==> config.mk <==
export PLATFORM = sky130hd
export DESIGN_NAME = wfc_front
export DESIGN_NICKNAME = d
export VERILOG_FILES = /design/src/design/word_frequency_counter_defines.svh /design/src/design/wfc_pkg.sv /design/src/design/wfc_front.sv
export SDC_FILE = /design/constraint.sdc
export NUM_CORES = 1
export LEC_CHECK = 0
export ABC_CLOCK_PERIOD_IN_PS = 2300
export BUFFER_PORTS_ARGS = -buffer_cell sky130_fd_sc_hd__buf_2
export CELL_PAD_IN_SITES_DETAIL_PLACEMENT = 1
export CELL_PAD_IN_SITES_GLOBAL_PLACEMENT = 2
export CORE_AREA = 2 2 205 258
export DETAILED_ROUTE_END_ITERATION = 16
export DIE_AREA = 0 0 207 260
export PLACE_DENSITY_LB_ADDON = 0.1
export SETUP_SLACK_MARGIN = 0.4
export SLEW_MARGIN = 0
export SYNTH_ARGS = -nofsm -noshare
export SYNTH_HDL_FRONTEND = slang
export SYNTH_SLANG_ARGS = --single-unit
==> constraint.sdc <==
create_clock -name clk -period 2.3 [get_ports clk]
set_input_delay 0.23 -clock clk [delete_from_list [all_inputs] [get_ports clk]]
set_output_delay 0.23 -clock clk [all_outputs]
set_load 0.01 [all_outputs]
==> src/design/word_frequency_counter_defines.svh <==
// Assertion macros for the word frequency counter.
// Depends on nothing; included by modules that assert.
`ifndef WORD_FREQUENCY_COUNTER_DEFINES_SVH
`define WORD_FREQUENCY_COUNTER_DEFINES_SVH
// implication checked on every clock unless reset is active
`define WFC_ASSERT_IMP(label, clk, rst_n, ante, cons) \
    label: assert property (@(posedge clk) disable iff (!rst_n) (ante) |-> (cons)) \
        else $error("assertion failed");
// next-cycle implication
`define WFC_ASSERT_NXT(label, clk, rst_n, ante, cons) \
    label: assert property (@(posedge clk) disable iff (!rst_n) (ante) |=> (cons)) \
        else $error("assertion failed");
`endif

==> src/design/wfc_pkg.sv <==
// Shared types and constants for the word frequency counter.
// No dependencies.
package wfc_pkg;
    localparam int TABLE_DEPTH_DEF  = 1024;
    localparam int MAX_WORD_LEN_DEF = 63;
    localparam logic [23:0] COUNT_MAX = 24'hFFFFFF;

    localparam logic [1:0] REQ_BYTE   = 2'd0;
    localparam logic [1:0] REQ_FINISH = 2'd1;
    localparam logic [1:0] REQ_CLEAR  = 2'd2;

    typedef struct packed {
        logic [1:0] req_type;
        logic [7:0] char_byte;
    } in_word_t;

    typedef struct packed {
        logic [9:0]  word_index;
        logic [23:0] word_count;
        logic        new_word;
        logic        dropped;
        logic [5:0]  word_length;
        logic [10:0] distinct_words;
        logic        finished;
    } out_word_t;

    // front-to-back command
    typedef struct packed {
        logic       is_clear;
        logic       has_word;
        logic       finished;
        logic [5:0] length;
    } cmd_t;

    function automatic logic splits_words(input logic [7:0] b);
        splits_words = (b == 8'h00) || (b >= 8'h09 && b <= 8'h0D) ||
            (b >= 8'h20 && b <= 8'h2F) || (b >= 8'h3A && b <= 8'h40) ||
            (b >= 8'h5B && b <= 8'h60) || (b >= 8'h7B && b <= 8'h7E);
    endfunction
endpackage

==> src/design/wfc_front.sv <==
// Front end: tokenizes bytes, builds words, issues commands with word text.
// Depends on wfc_pkg.
module wfc_front #(
    parameter int MAX_WORD_LEN = wfc_pkg::MAX_WORD_LEN_DEF
) (
    input  logic                          clk,
    input  logic                          rst_n,
    input  logic                          in_valid,
    output logic                          in_ready,
    input  wfc_pkg::in_word_t             in_data,
    output logic                          cmd_valid,
    input  logic                          cmd_ready,
    output wfc_pkg::cmd_t                 cmd,
    output logic [MAX_WORD_LEN-1:0][7:0]  cmd_chars
);
    logic [MAX_WORD_LEN-1:0][7:0] pend_reg, pend_next;
    logic [5:0] plen_reg, plen_next;
    logic       cv_reg, cv_next;
    wfc_pkg::cmd_t cmd_reg, cmd_next;
    logic [MAX_WORD_LEN-1:0][7:0] cch_reg, cch_next;
    logic [7:0] lc;
    logic       take;

    assign in_ready  = !cv_reg || cmd_ready;
    assign take      = in_valid && in_ready;
    assign cmd_valid = cv_reg;
    assign cmd       = cmd_reg;
    assign cmd_chars = cch_reg;
    assign lc = (in_data.char_byte >= 8'h41 && in_data.char_byte <= 8'h5A) ?
                in_data.char_byte + 8'h20 : in_data.char_byte;

    always_comb
    begin
        pend_next = pend_reg;
        plen_next = plen_reg;
        cv_next   = cv_reg && !cmd_ready;
        cmd_next  = cmd_reg;
        cch_next  = cch_reg;
        if (take)
        begin
            cmd_next = '0;
            cch_next = pend_reg;
            cmd_next.length = plen_reg;
            case (in_data.req_type)
                wfc_pkg::REQ_BYTE:
                begin
                    if (wfc_pkg::splits_words(in_data.char_byte))
                    begin
                        if (plen_reg != 6'd0)
                        begin
                            cv_next = 1'b1;
                            cmd_next.has_word = 1'b1;
                            plen_next = '0;
                        end
                    end
                    else
                    begin
                        pend_next[plen_reg[$clog2(MAX_WORD_LEN+1)-1:0]] = lc;
                        cch_next = pend_next;
                        if (plen_reg + 6'd1 >= 6'(MAX_WORD_LEN))
                        begin
                            cv_next = 1'b1;
                            cmd_next.has_word = 1'b1;
                            cmd_next.length = plen_reg + 6'd1;
                            plen_next = '0;
                        end
                        else
                            plen_next = plen_reg + 6'd1;
                    end
                end
                wfc_pkg::REQ_FINISH:
                begin
                    cv_next = 1'b1;
                    cmd_next.finished = 1'b1;
                    cmd_next.has_word = plen_reg != 6'd0;
                    plen_next = '0;
                end
                wfc_pkg::REQ_CLEAR:
                begin
                    cv_next = 1'b1;
                    cmd_next.is_clear = 1'b1;
                end
                default: ;
            endcase
        end
    end

    always_ff @(posedge clk or negedge rst_n)
    begin
        if (!rst_n)
        begin
            plen_reg <= '0;
            cv_reg   <= 1'b0;
            cmd_reg  <= '0;
        end
        else
        begin
            plen_reg <= plen_next;
            cv_reg   <= cv_next;
            cmd_reg  <= cmd_next;
        end
    end

    always_ff @(posedge clk)
    begin
        pend_reg <= pend_next;
        cch_reg  <= cch_next;
    end
endmodule

==> insert_results.sql, run 1 <==
INSERT INTO impl_metrics (metric_group, metric, value, unit) VALUES
('run_status', 'status', 'complete, no violations', ''),
('route', 'drt-initial-drc-count', '472', ''),
('pwr', 'power_density', '855', 'nW/µm²'),
('route', 'avgViaCountPerCell', '4.54', ''),
('route', 'drt_first_pass_iters', '6', ''),
('logic_synthesis', 'share_of_flip_flops_with_an_asynchronous_set_or_reset', '0.0308', ''),
('logic_synthesis', 'synth_cell_types', '43', ''),
('pwr', 'power_frac_seq', '0.529', ''),
('worst_setup_path', 'path_class', 'flop to flop', ''),
('grt', 'grt-ovfl-total', '0', ''),
('logic_synthesis', 'dominantRegCellSynth', 'edfxtp_1', ''),
('grt', 'grt_pass1_wl', '77100', 'µm'),
('floorplanning', 'dieArea', '53800', 'µm²'),
('sta', 'clock_tree_skew_after_final_layout', '0.0159', 'ns'),
('sta', 'timing.final.crit_period', '2.03', 'ns'),
('worst_setup_path', 'critical_path.endpoint_type', 'flop', ''),
('finish', 'utilization', '0.461', ''),
('clocking', 'tritoncts', 'yes', ''),
('route', 'drt-total-wl', '55600', 'µm'),
('worst_setup_path', 'start_kind', 'flop', ''),
('logic_synthesis', 'synth_edf_count', '504', ''),
('sta', 'final_worst_path_period_share', '0.884', ''),
('logic_synthesis', 'ys_seq_elements', '520', ''),
('finish', 'final_cell_area', '23600', 'µm²'),
('clocking', 'cts-buffers-inserted', '51', ''),
('worst_setup_path', 'ordered_list_of_cells_on_the_worst_path', 'nand2b_1, and2_4, nand4_4, or4_4, buf_12, nor2_4', ''),
('sta', 'final_critical_path_setup_slack', '0.267', 'ns'),
('floorplanning', 'ioPinCount', '529', ''),
('sta', 'timing_hold_violations_final', '0', ''),
('logic_synthesis', 'yosysSeqAreaShare', '0.923', ''),
('logic_synthesis', 'synthesis.area_per_instance', '22.7', 'µm²'),
('route', 'route.vias.total', '9588', ''),
('grt', 'first_global_vias', '9834', ''),
('finish', 'storage_element_area', '15500', 'µm²'),
('sta', 'max_freq', '0.492', 'GHz'),
('finish', 'area.growth.synth_to_final', '40.3', '%'),
('route', 'postRouteAntennaNets', '0', ''),
('worst_setup_path', 'max_stage_delay', '0.49', 'ns'),
('job', 'max_cap_violations', '0', ''),
('logic_synthesis', 'synth_area', '16800', 'µm²'),
('min_path', 'min_path_type', 'input port to flop', ''),
('pwr', 'comb_power_share', '0.075', ''),
('pwr', 'peakVddDrop', '0.000587', 'V'),
('sta', 'final-setup-viol-count', '0', ''),
('worst_setup_path', 'worst_path_dominant_cell_family', 'simple AND/OR/NAND/NOR gates', ''),
('finish', 'layout.filler_cells', '4972', ''),
('grt', 'number_of_antenna_violations_at_the_first_check_in_global_routing', '2', ''),
('placed_design', 'post_dp_cell_area', '21600', 'µm²'),
('finish', 'multiInputGateArea', '1680', 'µm²'),
('logic_synthesis', 'synth_top_area_cell', 'edfxtp_1', ''),
('logic_synthesis', 'synthCells', '741', ''),
('floorplanning', 'die_y', '260', 'µm'),
('route', 'wl_per_cell', '26.3', 'µm'),
('sta', 'worst_hold_slack', '0.0397', 'ns'),
('worst_setup_path', 'worstPathArrival', '2.28', 'ns'),
('finish', 'drive_gt1_frac', '0.555', ''),
('clocking', 'clk_latency', '0.58', 'ns'),
('sta', 'maxSlewHeadroom', '0.568', ''),
('logic_synthesis', 'synth_nets', '766', ''),
('sta', 'grt_setup_unrepaired', 'yes', ''),
('placed_design', 'number_of_port_buffers', '528', ''),
('placed_design', 'dp_hpwl', '39200', 'µm'),
('logic_synthesis', 'netlist_top_cells_area', 'edfxtp_1 (90%), dfrtp_1 (2.4%), nor2_1 (1.1%)', ''),
('pwr', 'clock_power_share', '0.395', ''),
('floorplanning', 'core_region_area', '51200', 'µm²'),
('floorplanning', 'dieWidth', '207', 'µm'),
('logic_synthesis', 'netlist.area_leader.share', '0.900', ''),
('worst_setup_path', 'sum_of_buffers_and_inverters_on_the_critical_path', '1', ''),
('sta', 'tightestPinTransition', '0.648', 'ns'),
('clocking', 'cts.sinks', '520', ''),
('placed_design', 'place_ws', '-0.362', 'ns');
==> power by group through the flow <==
stage | Clock, mW | Combinational (mW) | Sequential [mW]
4_1_cts | 8.17 | 1.52 | 10.7
6_report | 7.98 | 1.52 | 10.7
5_1_grt | 8.54 | 1.65 | 10.7
2_1_floorplan | 0 | 0.639 | 10.8
3_3_place_gp | 0 | 1.42 | 10.9
3_5_place_dp | 0 | 1.42 | 10.9
==> synth_stat cells, types with 3 or more instances <==
cell type / n
edfxtp_1: 504
nor2_1: 49
nand2_1: 30
nor2_2: 23
dfrtp_1: 16
ha_1: 11
a21oi_1: 9
inv_1: 9
o21ai_0: 9
nand3_1: 8
buf_2: 7
clkbuf_1: 7
or4_1: 7
a21o_1: 4
mux2i_1: 4
nand2b_1: 4
nor3_1: 4
nor3b_1: 3
==> cells by family after synthesis <==
| kind of cell | synth area share |
|---|---|
| mux | 0.00394 |
| flops | 0.923 |
| fa+ha+maj | 0.00818 |
| buf+inv | 0.00744 |
| simple gates | 0.0447 |
| compound gates | 0.0123 |
==> worst paths after layout <==
kind / depth (start not counted) / end / startpoint / slack, ns
setup / recovery: 6 / cmd_chars[47] / cmd_valid / 0.27
hold / removal: 4 / cmd[8] / in_data[9] / 0.04
setup reg to reg: 6 / cmd_chars[47] / cmd_valid / 0.27
hold reg to reg: 2 / cmd[3] / cmd[3] / 0.47
max in group asynchronous: 2 / plen_reg[4] / rst_n / 1.90
min in group asynchronous: 2 / cmd[6] / rst_n / 0.10
==> repair_timing <==
action,CTS,global route
endpoints found under the hold margin,17,0
setup endpoints to repair,468,476
pin swaps,7,15
setup buffers,6,3
hold buffers,2,0
gates resized for setup,48,28
==> per-stage QoR <==
stage,power [mW],TNS (ns),instances
6_report,20.2,0,2113
5_1_grt,20.9,0,2113
4_1_cts,20.4,0,2110
3_5_place_dp,12.3,-132.13,2013
3_3_place_gp,12.3,-109.89,2013
2_1_floorplan,11.5,0,741
==> worst register-to-register path: cells and delay by family (launching register included) <==
| family | cells | cell delay [ns] |
|---|---|---|
| buf+inv | 1 | 0.17 |
| flops | 1 | 0.39 |
| simple gates | 5 | 1.13 |
==> final cells by class <==
type,instances,share of cell area
Multi-Input combinational cell,194,0.0712
Timing Repair Buffer,636,0.166
Tap cell,665,0.0353
Inverter,9,0.00154
Clock buffer,63,0.0573
Sequential cell,520,0.659
Clock inverter,26,0.0101
==> layout by cell type (no fill, tap or decap), types with 4 or more instances in the layout <==
cell type     n
buf_4        56
nand2_1      30
clkbuf_16    52
nand3_1       7
nor2_4       60
nor3_1        4
buf_2       528
nor2_1        9
clkbuf_1     10
buf_12       30
clkinv_1      8
or4_4         7
edfxtp_1    504
o21ai_0       5
clkinvlp_4    5
clkinv_2      6
dfrtp_2       5
inv_1         8
buf_6        17
a21oi_1       7
dfrtp_1      11
mux2i_1       4
ha_1         10
==> routing by layer <==
| layer | vias up | global-route usage | part of all wire |
|---|---|---|---|
| met5 | - | 0 | 0.00023 |
| met4 | 2 | 0.0742 | 0.035 |
| met3 | 88 | 0.0529 | 0.059 |
| met2 | 366 | 0.358 | 0.53 |
| met1 | 4921 | 0.234 | 0.38 |
| li1 | 4211 | - | - |
Note: power is estimated with default switching activity, not from simulation.
==> run 2, diff against run 1 <==
--- a/config.mk
+++ b/config.mk
@@ -12,6 +12,7 @@
 export CORE_AREA = 2 2 205 258
 export DETAILED_ROUTE_END_ITERATION = 16
 export DIE_AREA = 0 0 207 260
+export HOLD_SLACK_MARGIN = 0.06
 export PLACE_DENSITY_LB_ADDON = 0.1
 export SETUP_SLACK_MARGIN = 0.4
 export SLEW_MARGIN = 0
==> insert_results.sql, run 2 (synthesis results as in run 1) <==
INSERT INTO impl_metrics (metric_group, metric, value, unit) VALUES
('clocking', 'cts-buffers-inserted', '51', ''),
('sta', 'final-setup-viol-count', '0', ''),
('clocking', 'cts_htree_levels', '2', ''),
('finish', 'commonest_non_fill_non_tap_cell_in_the_layout', 'buf_2', ''),
('floorplanning', 'fp-row-count', '93', ''),
('finish', 'drive_gt1_frac', '0.555', ''),
('placed_design', 'dp_hpwl', '39200', 'µm'),
('clocking', 'cts.sinks', '520', ''),
('finish', 'utilization', '0.461', ''),
('finish', 'n_antenna_cell', '0', ''),
('worst_setup_path', 'data_required_time_of_the_worst_path', '2.56', 'ns'),
('finish', 'area.growth.synth_to_final', '40.3', '%'),
('sta', 'grt_setup_unrepaired', 'yes', ''),
('route', 'drt_first_pass_iters', '4', ''),
('pwr', 'total_leakage_power', '8.71', 'nW'),
('sta', 'final_critical_path_setup_slack', '0.267', 'ns'),
('clocking', 'cts-root-buf', 'clkbuf_16', ''),
('placed_design', 'gp_congestion', '0.767', ''),
('clocking', 'tritoncts', 'yes', ''),
('grt', 'first_global_vias', '9838', ''),
('route', 'drt-total-wl', '55600', 'µm'),
('route', 'postRouteAntennaNets', '0', ''),
('grt', 'grt-ovfl-total', '0', ''),
('worst_setup_path', 'worstPathArrival', '2.29', 'ns'),
('sta', 'clock_tree_skew_after_final_layout', '0.0135', 'ns'),
('finish', 'finish.net_count', '1438', ''),
('sta', 'final_worst_path_period_share', '0.884', ''),
('sta', 'tightestPinTransition', '0.653', 'ns'),
('floorplanning', 'dieArea', '53800', 'µm²'),
('grt', 'pin_count_of_the_biggest_net_entering_global_routing', '45', ''),
('worst_setup_path', 'critical_path.endpoint_type', 'flop', ''),
('sta', 'maxSlewHeadroom', '0.565', ''),
('worst_setup_path', 'path_class', 'flop to flop', ''),
('sta', 'worst_hold_slack', '0.0994', 'ns'),
('route', 'wl_per_cell', '26.3', 'µm'),
('sta', 'timing_max_transition_violations_final', '0', ''),
('route', 'route.vias.total', '9590', ''),
('route', 'route.detailed.drc', '0', ''),
('clocking', 'path_clk_slew', '0.06', 'ns'),
('finish', 'final_cell_mix', 'buf_2 (528), edfxtp_1 (504), nor2_4 (60), buf_4 (56), clkbuf_16 (52)', ''),
('clocking', 'cts_max_path_buffers', '3', ''),
('pwr', 'power_density', '855', 'nW/µm²'),
('worst_setup_path', 'start_kind', 'flop', ''),
('floorplanning', 'dieWidth', '207', 'µm'),
('pwr', 'peakVddDrop', '0.000590', 'V'),
('clocking', 'clk_latency', '0.58', 'ns'),
('route', 'avgViaCountPerCell', '4.54', ''),
('finish', 'largest_reg_flops', '504', ''),
('floorplanning', 'core_region_area', '51200', 'µm²'),
('floorplanning', 'starting_density', '0.329', ''),
('floorplanning', 'die_y', '260', 'µm'),
('min_path', 'min_path_type', 'input port to asynchronous set/reset pin', ''),
('floorplanning', 'ioPinCount', '529', ''),
('sta', 'timing.final.crit_period', '2.03', 'ns'),
('route', 'drt-initial-drc-count', '496', ''),
('placed_design', 'place_ws', '-0.362', 'ns'),
('grt', 'total_routing_usage_gr', '0.201', ''),
('placed_design', 'number_of_port_buffers', '528', ''),
('worst_setup_path', 'timing.critical_path.fanout_max', '8', ''),
('grt', 'number_of_antenna_violations_at_the_first_check_in_global_routing', '2', ''),
('run_status', 'status', 'complete, no violations', ''),
('sta', 'max_freq', '0.492', 'GHz'),
('sta', 'timing_hold_violations_final', '0', ''),
('job', 'max_cap_violations', '0', ''),
('sta', 'finalSetupTns', '0', 'ns'),
('grt', 'grt_pass1_wl', '77100', 'µm');
==> run 2: cell types whose count changed in the layout (fill, tap and decap cells not counted), sizes merged <==
| cell | before | now |
|---|---|---|
| dlygate4sd3 | 2 | 3 |
==> run 2: where the power goes <==
part	switching [mW]	internal, mW
Combinational	1.02	0.502
Clock	3.47	4.51
Sequential	0.152	10.5
Total	4.64	15.5
==> run 2: cell type report <==
class | count | area [µm²]
clock inverter | 26 | 238
clock buffer | 63 | 1350
timing repair buffer | 637 | 3930
multi-input combinational | 194 | 1680
fill | 4973 | 27600
inverter | 9 | 36.3
sequential | 520 | 15500
tap | 665 | 832
==> run 2: worst max-delay path, cell delays in order, from the launching register on <==
cell	delay [ns]
dfrtp_1	0.39
nand2b_1	0.09
and2_4	0.17
nand4_4	0.15
or4_4	0.48
buf_6	0.17
nor2_4	0.26
==> run 2: path summary, 6_finish.rpt <==
kind,start,end,slack (ns),depth (start not counted)
hold reg to reg,cmd[3],cmd[3],0.47,2
max in group asynchronous,rst_n,plen_reg[5],1.90,2
setup reg to reg,cmd_valid,cmd_chars[85],0.27,6
setup / recovery,cmd_valid,cmd_chars[85],0.27,6
min in group clk,in_data[8],cmd[8],0.12,5
hold / removal,rst_n,cmd[0],0.1,2
==> run 2: layer usage <==
metal  global-route usage  share of wire  wire [µm]
met5                    0        0.00023         13
met3               0.0529          0.061       3390
met2                0.359           0.53      29500
met4               0.0742          0.035       1930
met1                0.234           0.37      20800
==> run 2: per-stage QoR <==
step	power, mW	cells	cell area (µm²)
3_3_place_gp	12.3	2013	21600
3_5_place_dp	12.3	2013	21600
4_1_cts	20.4	2111	23500
5_1_grt	20.9	2114	23600
6_report	20.2	2114	23600
2_1_floorplan	11.5	741	17300
==> run 2: repair_timing <==
action                     CTS  global route
cloned                       0             0
setup buffers                6             3
setup endpoints to repair  468           476
resized for setup           48            28
hold buffers                 3             0
hold endpoints to repair    18             0
pin swaps                    7            15
==> run 3, diff against run 2 <==
--- a/config.mk
+++ b/config.mk
@@ -5,7 +5,7 @@
 export SDC_FILE = /design/constraint.sdc
 export NUM_CORES = 1
 export LEC_CHECK = 0
-export ABC_CLOCK_PERIOD_IN_PS = 2300
+export ABC_CLOCK_PERIOD_IN_PS = 1710
 export BUFFER_PORTS_ARGS = -buffer_cell sky130_fd_sc_hd__buf_2
 export CELL_PAD_IN_SITES_DETAIL_PLACEMENT = 1
 export CELL_PAD_IN_SITES_GLOBAL_PLACEMENT = 2
==> constraint.sdc (replaced) <==
create_clock -name clk -period 1.71 [get_ports clk]
set_input_delay 0.171 -clock clk [delete_from_list [all_inputs] [get_ports clk]]
set_output_delay 0.171 -clock clk [all_outputs]
set_load 0.01 [all_outputs]
==> insert_results.sql, run 3 (synthesis results as in run 1) <==
INSERT INTO impl_metrics (metric_group, metric, value, unit) VALUES
('grt', 'pin_count_of_the_biggest_net_entering_global_routing', '42', ''),
('clocking', 'cts-root-buf', 'clkbuf_16', ''),
('sta', 'final_critical_path_setup_slack', '-0.332', 'ns'),
('sta', 'timing.final.crit_period', '2.04', 'ns'),
('grt', 'grt_pass1_wl', '77400', 'µm'),
('placed_design', 'number_of_port_buffers', '528', ''),
('run_status', 'status', 'finished, violations left', ''),
('floorplanning', 'dieArea', '53800', 'µm²'),
('finish', 'commonest_non_fill_non_tap_cell_in_the_layout', 'edfxtp_1', ''),
('route', 'postRouteAntennaNets', '0', ''),
('worst_setup_path', 'ordered_list_of_cells_on_the_worst_path', 'nand2b_1, and2_4, nand4_4, or4_4, buf_12, nor2_4, buf_6', ''),
('placed_design', 'post_dp_cell_area', '21900', 'µm²'),
('route', 'drt-total-wl', '55400', 'µm'),
('pwr', 'peakVddDrop', '0.000779', 'V'),
('sta', 'max_freq', '0.490', 'GHz'),
('finish', 'final_cell_area', '25000', 'µm²'),
('route', 'drt-initial-drc-count', '508', ''),
('worst_setup_path', 'start_kind', 'flop', ''),
('worst_setup_path', 'sum_of_buffers_and_inverters_on_the_critical_path', '2', ''),
('route', 'wl_per_cell', '25.2', 'µm'),
('placed_design', 'dp_hpwl', '39400', 'µm'),
('placed_design', 'numPlacedInstances', '2073', ''),
('clocking', 'path_clk_slew', '0.06', 'ns'),
('sta', 'tightestPinTransition', '0.611', 'ns'),
('sta', 'timing_hold_violations_final', '0', ''),
('route', 'drt_first_pass_iters', '4', ''),
('grt', 'first_global_vias', '10400', ''),
('clocking', 'cts_htree_levels', '2', ''),
('pwr', 'total_leakage_power', '9.36', 'nW'),
('clocking', 'cts.sinks', '520', ''),
('finish', 'area.growth.synth_to_final', '48.3', '%'),
('route', 'route.vias.total', '9913', ''),
('sta', 'timing_max_transition_violations_final', '0', ''),
('worst_setup_path', 'worstPathArrival', '2.34', 'ns'),
('grt', 'grt-ovfl-total', '0', ''),
('pwr', 'power_density', '1130', 'nW/µm²'),
('finish', 'largest_reg_flops', '504', ''),
('finish', 'n_antenna_cell', '0', ''),
('floorplanning', 'die_y', '260', 'µm'),
('floorplanning', 'dieWidth', '207', 'µm'),
('clocking', 'clk_latency', '0.58', 'ns'),
('worst_setup_path', 'timing.critical_path.fanout_max', '8', ''),
('clocking', 'cts-buffers-inserted', '50', ''),
('finish', 'final_cell_mix', 'edfxtp_1 (504), buf_2 (467), buf_6 (118), buf_4 (94), nor2_4 (62)', ''),
('worst_setup_path', 'worst_path_dominant_cell_family', 'simple AND/OR/NAND/NOR gates', ''),
('min_path', 'min_path_type', 'input port to flop', ''),
('floorplanning', 'ioPinCount', '529', ''),
('worst_setup_path', 'path_class', 'flop to flop', ''),
('floorplanning', 'starting_density', '0.329', ''),
('clocking', 'tritoncts', 'yes', ''),
('pwr', 'overall_power_of_the_completed_layout', '28.2', 'mW'),
('finish', 'finish.net_count', '1519', ''),
('finish', 'layoutNonFillerInstCount', '2199', ''),
('grt', 'number_of_antenna_violations_at_the_first_check_in_global_routing', '0', ''),
('sta', 'maxSlewHeadroom', '0.591', ''),
('placed_design', 'gp_congestion', '0.761', ''),
('worst_setup_path', 'slowest_stage', 'or4_4', ''),
('worst_setup_path', 'max_stage_delay', '0.49', 'ns'),
('clocking', 'cts_max_path_buffers', '3', ''),
('finish', 'drive_gt1_frac', '0.587', ''),
('worst_setup_path', 'data_required_time_of_the_worst_path', '2.01', 'ns'),
('floorplanning', 'fp-row-count', '93', ''),
('sta', 'final-setup-viol-count', '513', ''),
('run_status', 'violations_in_the_final_reports', 'setup timing', ''),
('sta', 'clock_tree_skew_after_final_layout', '0.0118', 'ns'),
('route', 'route.detailed.drc', '0', ''),
('route', 'avgViaCountPerCell', '4.51', ''),
('sta', 'final_worst_path_period_share', '1.19', ''),
('grt', 'total_routing_usage_gr', '0.200', ''),
('worst_setup_path', 'critical_path.endpoint_type', 'flop', ''),
('floorplanning', 'core_region_area', '51200', 'µm²'),
('job', 'max_cap_violations', '0', ''),
('sta', 'grt_setup_unrepaired', 'yes', '');
-- run 3: metrics by stage --
| step | TNS, ns | utilization | setup WS (ns) | hold WS (ns) |
|---|---|---|---|---|
| finish | -149.46 | 0.487 | -0.332 | 0.132 |
| detailed placement | -385.86 | 0.428 | -0.820 | 0.144 |
| CTS | -125.93 | 0.478 | -0.291 | 0.0973 |
| floorplan | -248.83 | - | -0.480 | -0.125 |
| global route | -176.79 | 0.487 | -0.397 | 0.122 |
| global placement | -373.23 | 0.428 | -0.811 | 0.141 |
-- run 3: per-layer routing --
metal,track usage,vias up,part of all wire
li1,-,4386,-
met1,0.228,5053,0.37
met2,0.362,390,0.54
met3,0.0438,84,0.053
met4,0.0835,0,0.037
met5,0,-,0
-- run 3: cell type report --
type                    instances  area [µm²]
clock inverters                37         332
fillers                      4919       26200
clock buffers                  55        1270
repair buffers                719        5090
multi-input cells             194        1840
flip-flops and latches        520       15500
inverters                       9        46.3
well taps                     665         832
-- run 3: worst paths after layout --
path                             from              to  slack [ns]  depth (start not counted)
min in group asynchronous       rst_n     plen_reg[3]        0.58                          3
hold / removal             in_data[0]  cmd_chars[424]        0.13                          2
setup reg to reg            cmd_valid   cmd_chars[49]       -0.33                          7
max in group asynchronous       rst_n       cmd_valid        0.61                          3
setup / recovery            cmd_valid   cmd_chars[49]       -0.33                          7
hold reg to reg                cmd[5]          cmd[5]        0.51                          2
-- run 3: where the power goes --
group          leakage (nW)  internal, mW  total, mW  switching, mW
sequential             4.71          14.2       14.3          0.147
clock                 0.777          6.13       10.8           4.65
combinational          3.88          1.37       3.08           1.71
-- run 3: timing repair --
| item | in CTS | in global routing |
|---|---|---|
| hold buffers | 5 | 0 |
| buffers inserted | 17 | 12 |
| endpoints found under the hold margin | 18 | 0 |
| endpoints found under the setup margin | 710 | 883 |
| pin swaps | 30 | 18 |
| gates resized for setup | 188 | 106 |
